`src/rtl/sac_pkg.sv`:
```
// Shared types, constants and helpers for the set-associative LRU cache model.
package sac_pkg;

    localparam int MAX_SET_BITS_DEF = 6;
    localparam int MAX_WAYS_DEF     = 8;
    localparam int ADDR_BITS_DEF    = 64;

    localparam logic [1:0] FUNC_INSTR  = 2'd0;
    localparam logic [1:0] FUNC_MODIFY = 2'd3;

    localparam logic [1:0] OUT_NONE  = 2'd0;
    localparam logic [1:0] OUT_HIT   = 2'd1;
    localparam logic [1:0] OUT_MISS  = 2'd2;
    localparam logic [1:0] OUT_EVICT = 2'd3;

    localparam logic [1:0] CFG_SET_BITS   = 2'd0;
    localparam logic [1:0] CFG_BLOCK_BITS = 2'd1;
    localparam logic [1:0] CFG_WAYS_USED  = 2'd2;

    typedef struct packed {
        logic clear;
        logic load;
        logic access;
        logic finish;
        logic clear_second;
    } sac_cmd_t;

    typedef struct packed {
        logic clear_done;
    } sac_status_t;

endpackage

```
`src/rtl/sac_ctrl.sv`:
```
// Controller state machine sequencing lookup and update of one record.
module sac_ctrl import sac_pkg::*; (
    input  logic        clk,
    input  logic        rst_n,
    input  logic        start,
    input  logic [1:0]  func,
    input  sac_status_t status,
    output logic        busy,
    output sac_cmd_t    cmd
);
    typedef enum logic [5:0] {
        ST_CLEAR = 6'b000001,
        ST_IDLE  = 6'b000010,
        ST_READ  = 6'b000100,
        ST_UPD   = 6'b001000,
        ST_READ2 = 6'b010000,
        ST_UPD2  = 6'b100000
    } state_t;

    state_t state_reg, state_next;
    logic   modify_reg, modify_next;

    always_comb
    begin
        state_next  = state_reg;
        modify_next = modify_reg;
        cmd         = '0;
        case (state_reg)
            ST_CLEAR:
            begin
                cmd.clear = 1'b1;
                if (status.clear_done)
                begin
                    state_next = ST_IDLE;
                end
            end
            ST_IDLE:
            begin
                if (start)
                begin
                    cmd.load         = 1'b1;
                    cmd.clear_second = 1'b1;
                    modify_next      = (func == FUNC_MODIFY);
                    if (func == FUNC_INSTR)
                    begin
                        cmd.finish = 1'b1;
                    end
                    else
                    begin
                        state_next = ST_READ;
                    end
                end
            end
            ST_READ:  state_next = ST_UPD;
            ST_UPD:
            begin
                cmd.access = 1'b1;
                if (modify_reg)
                begin
                    state_next = ST_READ2;
                end
                else
                begin
                    cmd.finish = 1'b1;
                    state_next = ST_IDLE;
                end
            end
            ST_READ2: state_next = ST_UPD2;
            ST_UPD2:
            begin
                cmd.access = 1'b1;
                cmd.finish = 1'b1;
                state_next = ST_IDLE;
            end
            default:  state_next = ST_IDLE;
        endcase
    end

    assign busy = (state_reg != ST_IDLE);

    always_ff @(posedge clk or negedge rst_n)
    begin
        if (!rst_n)
        begin
            state_reg  <= ST_CLEAR;
            modify_reg <= 1'b0;
        end
        else
        begin
            state_reg  <= state_next;
            modify_reg <= modify_next;
        end
    end
endmodule

```
`config.mk`:
```
export PLATFORM = sky130hd
export DESIGN_NAME = sac_ctrl
export DESIGN_NICKNAME = d
export VERILOG_FILES = /design/src/rtl/sac_pkg.sv /design/src/rtl/sac_ctrl.sv
export SDC_FILE = /design/constraint.sdc
export NUM_CORES = 1
export LEC_CHECK = 0
export BUFFER_PORTS_ARGS = -buffer_cell sky130_fd_sc_hd__buf_2
export CORE_AREA = 2 2 39 41
export DETAILED_ROUTE_END_ITERATION = 8
export DIE_AREA = 0 0 41 43
export PLACE_DENSITY = 0.5
export SLEW_MARGIN = 20
export SYNTH_ARGS = -nofsm -noshare
export SYNTH_HDL_FRONTEND = slang
export SYNTH_SLANG_ARGS = --single-unit
```
`constraint.sdc`:
```
create_clock -name clk -period 1.3 [get_ports clk]
set_clock_uncertainty 0.05 [all_clocks]
set_input_delay 0.195 -clock clk [delete_from_list [all_inputs] [get_ports clk]]
set_output_delay 0.195 -clock clk [all_outputs]
set_load 0.005 [all_outputs]
```
==> results of run 1 <==
## metal layers
metal | part of all wire (%) | up-vias | wire length [um]
li1 | - | 208 | -
met1 | 43 | 200 | 495
met2 | 46 | 17 | 539
met3 | 5.8 | 5 | 67
met4 | 5.3 | 0 | 62
met5 | 0 | - | 0
## path summary, 6_finish.rpt
check,startpoint,end,slack [ps],depth (start not counted)
worst max-delay path,state_reg[4],cmd[1],-400,5
worst min-delay path,start,state_reg[2],130,3
worst max register to register,state_reg[4],state_reg[1],-70,6
worst min register to register,modify_reg,modify_reg,530,3
max in group asynchronous,rst_n,state_reg[0],720,2
min in group asynchronous,rst_n,state_reg[4],230,2
## cells in the final DEF, fill, tap and decap left out, drive strengths merged, types with 2 or more instances in the layout
master,n
o21ai,3
and2b,2
nor2,6
buf,27
clkbuf,4
a21oi,2
and4b,3
nand2,4
dfrtp,6
## through the flow
step	power (W)	setup TNS (ps)	setup slack, ps
floorplan	0.0004778	0	48.55
global placement	0.0006560	-227.0	-72.54
detailed placement	0.0006617	-216.9	-85.82
CTS	0.0009947	-2275	-367.2
global route	0.001031	-2514	-441.2
finish	0.0009655	-2051	-403.9
## worst max-delay path, delay by kind of cell (launching register included)
family                 cells  cell delay [ps]
buffers and inverters      1              140
AOI/OAI and AO/OA          1               60
DFF                        1              410
and+or+nand+nor            3              580
## power by group
| part | switching (W) | total, W | internal [W] |
|---|---|---|---|
| Clock | 0.0000982 | 0.000216 | 0.000118 |
| Sequential | 0.0000289 | 0.000283 | 0.000254 |
| Combinational | 0.000201 | 0.000466 | 0.000265 |
## cells in the mapped netlist (2+ instances only)
cell type,instances
sky130_fd_sc_hd__dfrtp_1,6
sky130_fd_sc_hd__nand2_1,4
sky130_fd_sc_hd__nor2_1,3
sky130_fd_sc_hd__nor2_2,3
sky130_fd_sc_hd__a21oi_1,2
sky130_fd_sc_hd__and4b_1,2
sky130_fd_sc_hd__o21ai_1,2
## area by class of cell
cell class	count	area (um2)
inverter	1	3.754
multi-input combinational	32	246.5
tap	16	20.02
timing repair buffer	28	196.4
fill	133	714.4
sequential	7	176.4
clock buffer	4	26.28
## logic make-up (layout without fill, tap and decap cells)
kind of cell / Yosys count / in the layout / synth area share (%)
mux: 1 / 1 / 2.367
xor+xnor: 2 / 2 / 4.143
buf+inv: 3 / 33 / 5.325
simple gates: 22 / 22 / 35.50
flops: 7 / 7 / 41.72
compound gates: 7 / 7 / 10.95
## timing repair
item                                    in CTS  in global routing
endpoints found under the setup margin       7                  8
gates resized for setup                      8                  3
pin swaps                                    6                  3
endpoints found under the hold margin        7                  0
setup buffers                                4                  1
hold buffers                                 1                  0
==> results.sh, run 1 <==
export IMPL_initial_core_util_pct=30.56
export IMPL_arrival_ps=1460
export IMPL_fp_dieH_um=43
export IMPL_max_cap_viol_count=0
export IMPL_gpl_congestion=0.8224
export IMPL_cts_max_level=1
export IMPL_globalRouteMet1Util_pct=20.66
export IMPL_pwr_density_cell_mw_per_mm2=1442
export IMPL_synth_largest_area_cell="sky130_fd_sc_hd__dfrtp_1"
export IMPL_n_antenna_cell=0
export IMPL_fp_row_count=14
export IMPL_cts_clk_slew_worst_paths_ps=60
export IMPL_min_delay_path_class="in -> reg"
export IMPL_layout_drive_gt1_share_pct=61.11
export IMPL_report_final_hold_viol_count=0
export IMPL_cp_end_kind="primary output"
export IMPL_yosys_cell_types_count=27
export IMPL_worstMarginPinSlew_ps=260.2
export IMPL_grt_overflow_total=0
export IMPL_design_portCount=12
export IMPL_final_period_utilization_pct=131.1
export IMPL_clkLatencyLatePin_ps=270
export IMPL_post_layout_nets=79
export IMPL_die_area_mm2=0.001763
export IMPL_wire_length_of_the_first_global_routing_pass_um=1966
export IMPL_netlist_area_before_placement_um2=422.9
export IMPL_critPathLaunchType="register"
export IMPL_synth_enable_flop_cells=0
export IMPL_detailroute_via_count=430
export IMPL_placed_cells=80
export IMPL_seq_area_frac_synth_pct=41.72
export IMPL_critical_path_cell_chain="or3_4 > nor2_2 > nand2_1 > o31ai_2 > buf_2"
export IMPL_remaining_drc_errors=0
export IMPL_postSynth_asyncResetShare_pct=100.0
export IMPL_failed_checks="setup timing"
export IMPL_globalRouteTotalUtil_pct=17.07
export IMPL_postSynthAreaPerCell_um2=10.07
export IMPL_number_of_setup_violations_in_the_final_report=8
export IMPL_cts_root_buf="sky130_fd_sc_hd__clkbuf_4"
export IMPL_grtUsageMet3_pct=3.141
export IMPL_avgRoutedWirePerCell_um=13.23
export IMPL_grt_busiest_layer="met2"
export IMPL_synth_area_leaders="sky130_fd_sc_hd__dfrtp_1 (36%), sky130_fd_sc_hd__dfstp_2 (6.2%), sky130_fd_sc_hd__and4b_1 (4.7%)"
export IMPL_synthCells=42
export IMPL_final_max_slew_viol_count=0
export IMPL_leakage_nw=0.3288
export IMPL_number_of_antenna_violating_nets_in_the_routed_design=0
export IMPL_detailed_place_hpwl_um=816.3
export IMPL_ys_warnings_count=0
export IMPL_period_minus_slack_ps=1704
export IMPL_totalWireLength_um=1164
export IMPL_critical_path_class="reg -> out"
export IMPL_synth_ff_latch_count=7
export IMPL_maximum_number_of_pins_on_one_net_before_global_route_repair=8
export IMPL_cts_sink_count=7
export IMPL_crit_path_max_fanout=3
export IMPL_achievable_frequency_ghz=0.5869
export IMPL_final_area_um2=669.4
export IMPL_routed_via_density=4.886
export IMPL_postSynthNetCount=48
export IMPL_clockBufferDepth=2
export IMPL_instances_no_fill=88
export IMPL_rsz_0062_raised_after_global_routing="yes"
export IMPL_cp_required_ps=1050
export IMPL_placed_cell_area_um2=576.8
export IMPL_timing_max_slew_rel_slack_pct=82.41
export IMPL_die_w_um=41
export IMPL_grt_antenna_before_repair=0
export IMPL_cts_inserted_buffers=3
export IMPL_drt_initial_drc_count=2
export IMPL_use_met2_pct=24.69
export IMPL_port_buffer_count=11
export IMPL_design_core_area_mm2=0.001384
export IMPL_synthDominantCellAreaShare_pct=35.50
export IMPL_number_of_global_route_vias_before_repair=457
export IMPL_slowest_stage="sky130_fd_sc_hd__dfrtp_1"
export IMPL_largest_reg_flops=6
export IMPL_syn_to_final_growth_pct=58.28
export IMPL_utilization_pct=48.37
export IMPL_vdd_ir_drop_worst_uv=679.6
export IMPL_hold_slack_ps=131.1
export IMPL_status="complete, but fails checks"
export IMPL_final_setup_worst_slack_ps=-403.9
export IMPL_synth_flop_cell="sky130_fd_sc_hd__dfrtp_1"
export IMPL_detailed_routing_iteration_count_for_the_pre_antenna_repair_pass=4
export IMPL_cts_tree="yes"
export IMPL_critical_path_max_stage_delay_ps=410
Power figures use the tool's default switching activity.
==> run 2, diff against run 1 <==
clock period = 1.8 ns   (was 1.3 ns; I/O delays follow)
==> run 2 against run 1 <==
Compared with the run above: the run now ends clean; worst hold slack better by 100 ps; combinational power down 58%; via count down 19%; die area unchanged; global-route usage down 4.4 points; clock power down 35%; sequential power down 24%; non-clock buffer count down 14; cell count down 16%; register-to-register slack better by 490 ps; count of clock-buffer cells in the layout unchanged.
==> results.sh, run 2 (synthesis gave the netlist of run 1 again) <==
export IMPL_post_layout_nets=65
export IMPL_number_of_setup_violations_in_the_final_report=0
export IMPL_gpl_congestion=0.7370
export IMPL_final_max_slew_viol_count=0
export IMPL_remaining_drc_errors=0
export IMPL_detailed_routing_iteration_count_for_the_pre_antenna_repair_pass=2
export IMPL_totalWireLength_um=896
export IMPL_number_of_antenna_violating_nets_in_the_routed_design=0
export IMPL_grt_overflow_total=0
export IMPL_maximum_number_of_pins_on_one_net_before_global_route_repair=9
export IMPL_final_period_utilization_pct=99.39
export IMPL_cts_sink_count=7
export IMPL_r2r_cells=6
export IMPL_routed_via_density=4.716
export IMPL_n_antenna_cell=0
export IMPL_cp_required_ps=1480
export IMPL_crit_path_max_fanout=5
export IMPL_cts_inserted_buffers=3
export IMPL_syn_to_final_growth_pct=27.22
export IMPL_critPathLaunchType="register"
export IMPL_whs_path_depth=2
export IMPL_timing_max_slew_rel_slack_pct=83.27
export IMPL_design_core_area_mm2=0.001384
export IMPL_rr_endpoint="modify_reg"
export IMPL_clockBufferDepth=2
export IMPL_timing_setup_tns_ps=0
export IMPL_layout_drive_gt1_share_pct=44.83
export IMPL_reg2reg_setup_slack_ps=420
export IMPL_cts_root_buf="sky130_fd_sc_hd__clkbuf_4"
export IMPL_reg2reg_start="state_reg[3]"
export IMPL_most_common_layout_cells="sky130_fd_sc_hd__buf_2 (11), sky130_fd_sc_hd__dfrtp_1 (6), sky130_fd_sc_hd__nand2_1 (4), sky130_fd_sc_hd__nor2_2 (3), sky130_fd_sc_hd__clkbuf_4 (3)"
export IMPL_achievable_frequency_ghz=0.5590
export IMPL_hold_slack_ps=231.4
export IMPL_min_delay_path_class="in -> reg"
export IMPL_cts_clk_slew_worst_paths_ps=50
export IMPL_number_of_global_route_vias_before_repair=356
export IMPL_fp_dieH_um=43
export IMPL_worstMarginPinSlew_ps=247.4
export IMPL_avgRoutedWirePerCell_um=12.11
export IMPL_final_common_cell="sky130_fd_sc_hd__buf_2"
export IMPL_vdd_ir_drop_worst_uv=450.0
export IMPL_globalRouteTotalUtil_pct=12.68
export IMPL_cts_tree="yes"
export IMPL_rsz_0062_raised_after_global_routing="yes"
export IMPL_arrival_ps=1470
export IMPL_wire_length_of_the_first_global_routing_pass_um=1497
export IMPL_design_portCount=12
export IMPL_die_area_mm2=0.001763
export IMPL_nFillCells=157
export IMPL_detailroute_via_count=349
export IMPL_fp_row_count=14
export IMPL_status="finished, final reports clean"
export IMPL_cts_max_level=1
export IMPL_largest_reg_flops=6
export IMPL_leakage_nw=0.2537
export IMPL_die_w_um=41
export IMPL_grt_antenna_before_repair=0
export IMPL_worst_setup_path_startpoint="state_reg[4]"
export IMPL_worstHoldEndpoint="state_reg[0]"
export IMPL_cp_end_kind="primary output"
export IMPL_period_minus_slack_ps=1789
export IMPL_max_cap_viol_count=0
export IMPL_clkLatencyLatePin_ps=240
export IMPL_initial_core_util_pct=30.56
export IMPL_pwr_density_cell_mw_per_mm2=1027
export IMPL_drt_initial_drc_count=3
export IMPL_report_final_hold_viol_count=0
export IMPL_port_buffer_count=11
export IMPL_startpoint_of_the_lowest_slack_hold_path="status"
export IMPL_critical_path_class="reg -> out"
## run 2: through the flow
stage / power, W / worst slack, ps / utilization (%) / instances / area (um2)
finish: 0.0005524 / 10.98 / 38.88 / 74 / 538.0
global route: 0.0005998 / -76.52 / 38.88 / 74 / 538.0
CTS: 0.0005591 / 3.832 / 38.70 / 74 / 535.5
detailed placement: 0.0003924 / 253.7 / 34.63 / 67 / 479.2
global placement: 0.0003894 / 252.4 / 34.63 / 67 / 479.2
floorplan: 0.0003451 / 473.6 / - / 42 / 422.9
## run 2: timing repair
action                                  in CTS  in global routing
setup buffers                                2                  0
endpoints found under the setup margin       1                  3
pin swaps                                    1                  1
gates resized for setup                      1                  1
endpoints found under the hold margin        6                  0
hold buffers                                 1                  0
## run 2: report_power, final
group          total [W]  switching [W]  internal [W]
sequential      0.000216      0.0000324      0.000184
clock           0.000141      0.0000564     0.0000845
combinational   0.000195      0.0000967     0.0000988
total           0.000552       0.000185      0.000367
## run 2: cell type report
cell class | instances | area [um2] | share of cell area (%)
multi-input combinational | 32 | 231.5 | 43.02
sequential | 7 | 176.4 | 32.79
timing repair buffer | 14 | 80.08 | 14.88
clock buffer | 4 | 26.28 | 4.884
tap | 16 | 20.02 | 3.721
inverter | 1 | 3.754 | 0.6977
## run 2: critical path: stages, from the launching register on
cell and delay, ps:
sky130_fd_sc_hd__dfrtp_1 410, sky130_fd_sc_hd__or3_4 430, sky130_fd_sc_hd__nor2_2 110, sky130_fd_sc_hd__nand2_1 80, sky130_fd_sc_hd__o31ai_2 60, sky130_fd_sc_hd__buf_2 140
## run 2: worst max path at each step
stage	slack, ps	endpoint	depth (start not counted)
final	10	cmd[1]	5
after detailed placement	250	cmd[1]	4
after floorplan	470	cmd[3]	5
after global placement	250	cmd[1]	4
after CTS	4	cmd[1]	5
after global routing	-80	cmd[1]	5
## run 2: routing by layer
metal | routed length, um | vias up | track usage [%] | share of wire, %
li1 | - | 181 | - | -
met1 | 417 | 156 | 16.50 | 47
met2 | 419 | 12 | 18.75 | 47
met3 | 59 | 0 | 7.853 | 6.6
met4 | 0 | 0 | 0 | 0
met5 | 0 | - | 0 | 0
==> run 3, diff against run 2 <==
CELL_PAD_IN_SITES_DETAIL_PLACEMENT = 0   (was unset)
CELL_PAD_IN_SITES_GLOBAL_PLACEMENT = 1   (was unset)
PLACE_DENSITY = 0.63   (was 0.5)
==> run 3 against run 2 <==
Compared with the run above: count of clock-buffer cells in the layout stayed put; utilization is 0.45 points higher; register-to-register slack improved by 20 ps; sequential power grew 3%; sequential share of layout area down 0.15 points; non-clock buffer count stayed put; die area stayed put.
==> results.sh, run 3 (synthesis gave the netlist of run 1 again) <==
export IMPL_status="finished, final reports clean"
export IMPL_fp_dieH_um=43
export IMPL_total_power_w=0.0005642
export IMPL_design_core_area_mm2=0.001384
export IMPL_number_of_setup_violations_in_the_final_report=0
export IMPL_n_antenna_cell=0
export IMPL_timing_max_slew_rel_slack_pct=81.63
export IMPL_multi_input_comb_area_um2=236.5
export IMPL_post_layout_nets=65
export IMPL_cp_end_kind="primary output"
export IMPL_design_portCount=12
export IMPL_die_area_mm2=0.001763
export IMPL_utilization_pct=39.33
export IMPL_cts_root_buf="sky130_fd_sc_hd__clkbuf_4"
export IMPL_initial_core_util_pct=30.56
export IMPL_cts_clk_slew_worst_paths_ps=50
export IMPL_placed_cell_area_um2=479.2
export IMPL_globalRouteTotalUtil_pct=14.31
export IMPL_wire_length_of_the_first_global_routing_pass_um=1635
export IMPL_placed_cells=67
export IMPL_drt_initial_drc_count=6
export IMPL_instances_no_fill=74
export IMPL_most_common_layout_cells="sky130_fd_sc_hd__buf_2 (11), sky130_fd_sc_hd__dfrtp_1 (5), sky130_fd_sc_hd__nand2_1 (4), sky130_fd_sc_hd__clkbuf_4 (3)"
export IMPL_leakage_nw=0.2521
export IMPL_avgRoutedWirePerCell_um=11.82
export IMPL_crit_path_max_fanout=5
export IMPL_arrival_ps=1440
export IMPL_remaining_drc_errors=0
export IMPL_fp_row_count=14
export IMPL_layout_drive_gt1_share_pct=48.28
export IMPL_register_area_um2=177.7
export IMPL_clkLatencyLatePin_ps=250
export IMPL_grt_overflow_total=0
export IMPL_largest_reg_flops=6
export IMPL_syn_to_final_growth_pct=28.70
export IMPL_vdd_ir_drop_worst_uv=407.5
export IMPL_achievable_frequency_ghz=0.5677
export IMPL_cts_inserted_buffers=3
export IMPL_cp_required_ps=1480
export IMPL_detailroute_via_count=362
export IMPL_clockBufferDepth=2
export IMPL_number_of_global_route_vias_before_repair=388
export IMPL_totalWireLength_um=875
export IMPL_maximum_number_of_pins_on_one_net_before_global_route_repair=9
export IMPL_pwr_density_cell_mw_per_mm2=1037
export IMPL_report_final_hold_viol_count=0
export IMPL_grt_antenna_before_repair=0
export IMPL_max_cap_viol_count=0
export IMPL_reg2reg_setup_slack_ps=440
export IMPL_period_minus_slack_ps=1761
export IMPL_nFillCells=145
export IMPL_detailed_place_hpwl_um=664.7
export IMPL_die_w_um=41
export IMPL_cts_sink_count=7
export IMPL_number_of_antenna_violating_nets_in_the_routed_design=0
export IMPL_cts_tree="yes"
export IMPL_final_period_utilization_pct=97.86
export IMPL_final_max_slew_viol_count=0
export IMPL_rsz_0062_raised_after_global_routing="yes"
export IMPL_timing_setup_tns_ps=0
export IMPL_critPathLaunchType="register"
export IMPL_worstMarginPinSlew_ps=275.6
export IMPL_port_buffer_count=11
export IMPL_final_common_cell="sky130_fd_sc_hd__buf_2"
export IMPL_min_delay_path_class="in -> reg"
export IMPL_final_area_um2=544.3
export IMPL_gpl_congestion=0.7020
export IMPL_critical_path_class="reg -> out"
export IMPL_cts_max_level=1
export IMPL_detailed_routing_iteration_count_for_the_pre_antenna_repair_pass=3
export IMPL_routed_via_density=4.892
[run 3: changes by cell type in the layout (fill, tap and decap cells not counted)]
cell	delta
sky130_fd_sc_hd__inv_1	-1
sky130_fd_sc_hd__nor2_4	+1
sky130_fd_sc_hd__dfrtp_2	+1
sky130_fd_sc_hd__dfrtp_1	-1
sky130_fd_sc_hd__inv_2	+1
sky130_fd_sc_hd__nor2_2	-1
[run 3: per-layer routing]
layer | GRT usage (%) | share of wire, % | vias up
li1 | - | - | 184
met1 | 19.00 | 48 | 165
met2 | 18.75 | 44 | 11
met3 | 3.141 | 7.3 | 2
met4 | 12.00 | 1.1 | 0
met5 | 0 | 0 | -
[run 3: final cells by class]
cell class              instances  share of cell area (%)
repair buffers                 14                   14.71
well taps                      16                   3.678
inverters                       1                  0.6897
flip-flops and latches          7                   32.64
multi-input cells              32                   43.45
clock buffers                   4                   4.828
[run 3: metrics by stage]
stage / hold WS (ps) / worst slack, ps
6_report: 220.2 / 38.56
2_1_floorplan: -75.59 / 473.6
3_3_place_gp: 65.35 / 229.3
5_1_grt: 227.0 / -33.21
4_1_cts: 213.6 / 12.47
3_5_place_dp: 62.68 / 239.3
[run 3: final timing paths]
check | cells past startpoint | from | endpoint
setup / recovery | 5 | state_reg[4] | cmd[1]
hold / removal | 3 | start | state_reg[2]
setup reg to reg | 6 | state_reg[4] | modify_reg
hold reg to reg | 2 | modify_reg | modify_reg
max in group asynchronous | 2 | rst_n | state_reg[0]
min in group asynchronous | 2 | rst_n | state_reg[3]
[run 3: critical path: stages (launching register included)]
cell	delay, ps
sky130_fd_sc_hd__dfrtp_1	420
sky130_fd_sc_hd__or3_4	430
sky130_fd_sc_hd__nor2_2	90
sky130_fd_sc_hd__nand2_1	60
sky130_fd_sc_hd__o31ai_2	50
sky130_fd_sc_hd__buf_2	140
[run 3: where the power goes]
part | switching, W | internal, W
Combinational | 0.0000958 | 0.000102
Clock | 0.0000599 | 0.0000847
Sequential | 0.0000372 | 0.000184
Total | 0.000193 | 0.000371
[run 3: what timing repair did]
action | 4_1_cts | 5_1_grt
endpoints found under the setup margin | 1 | 4
gates resized for setup | 2 | 3
setup buffers | 2 | 0
gates cloned | 0 | 0
hold buffers | 1 | 0
hold endpoints to repair | 6 | 0
pin swaps | 1 | 2
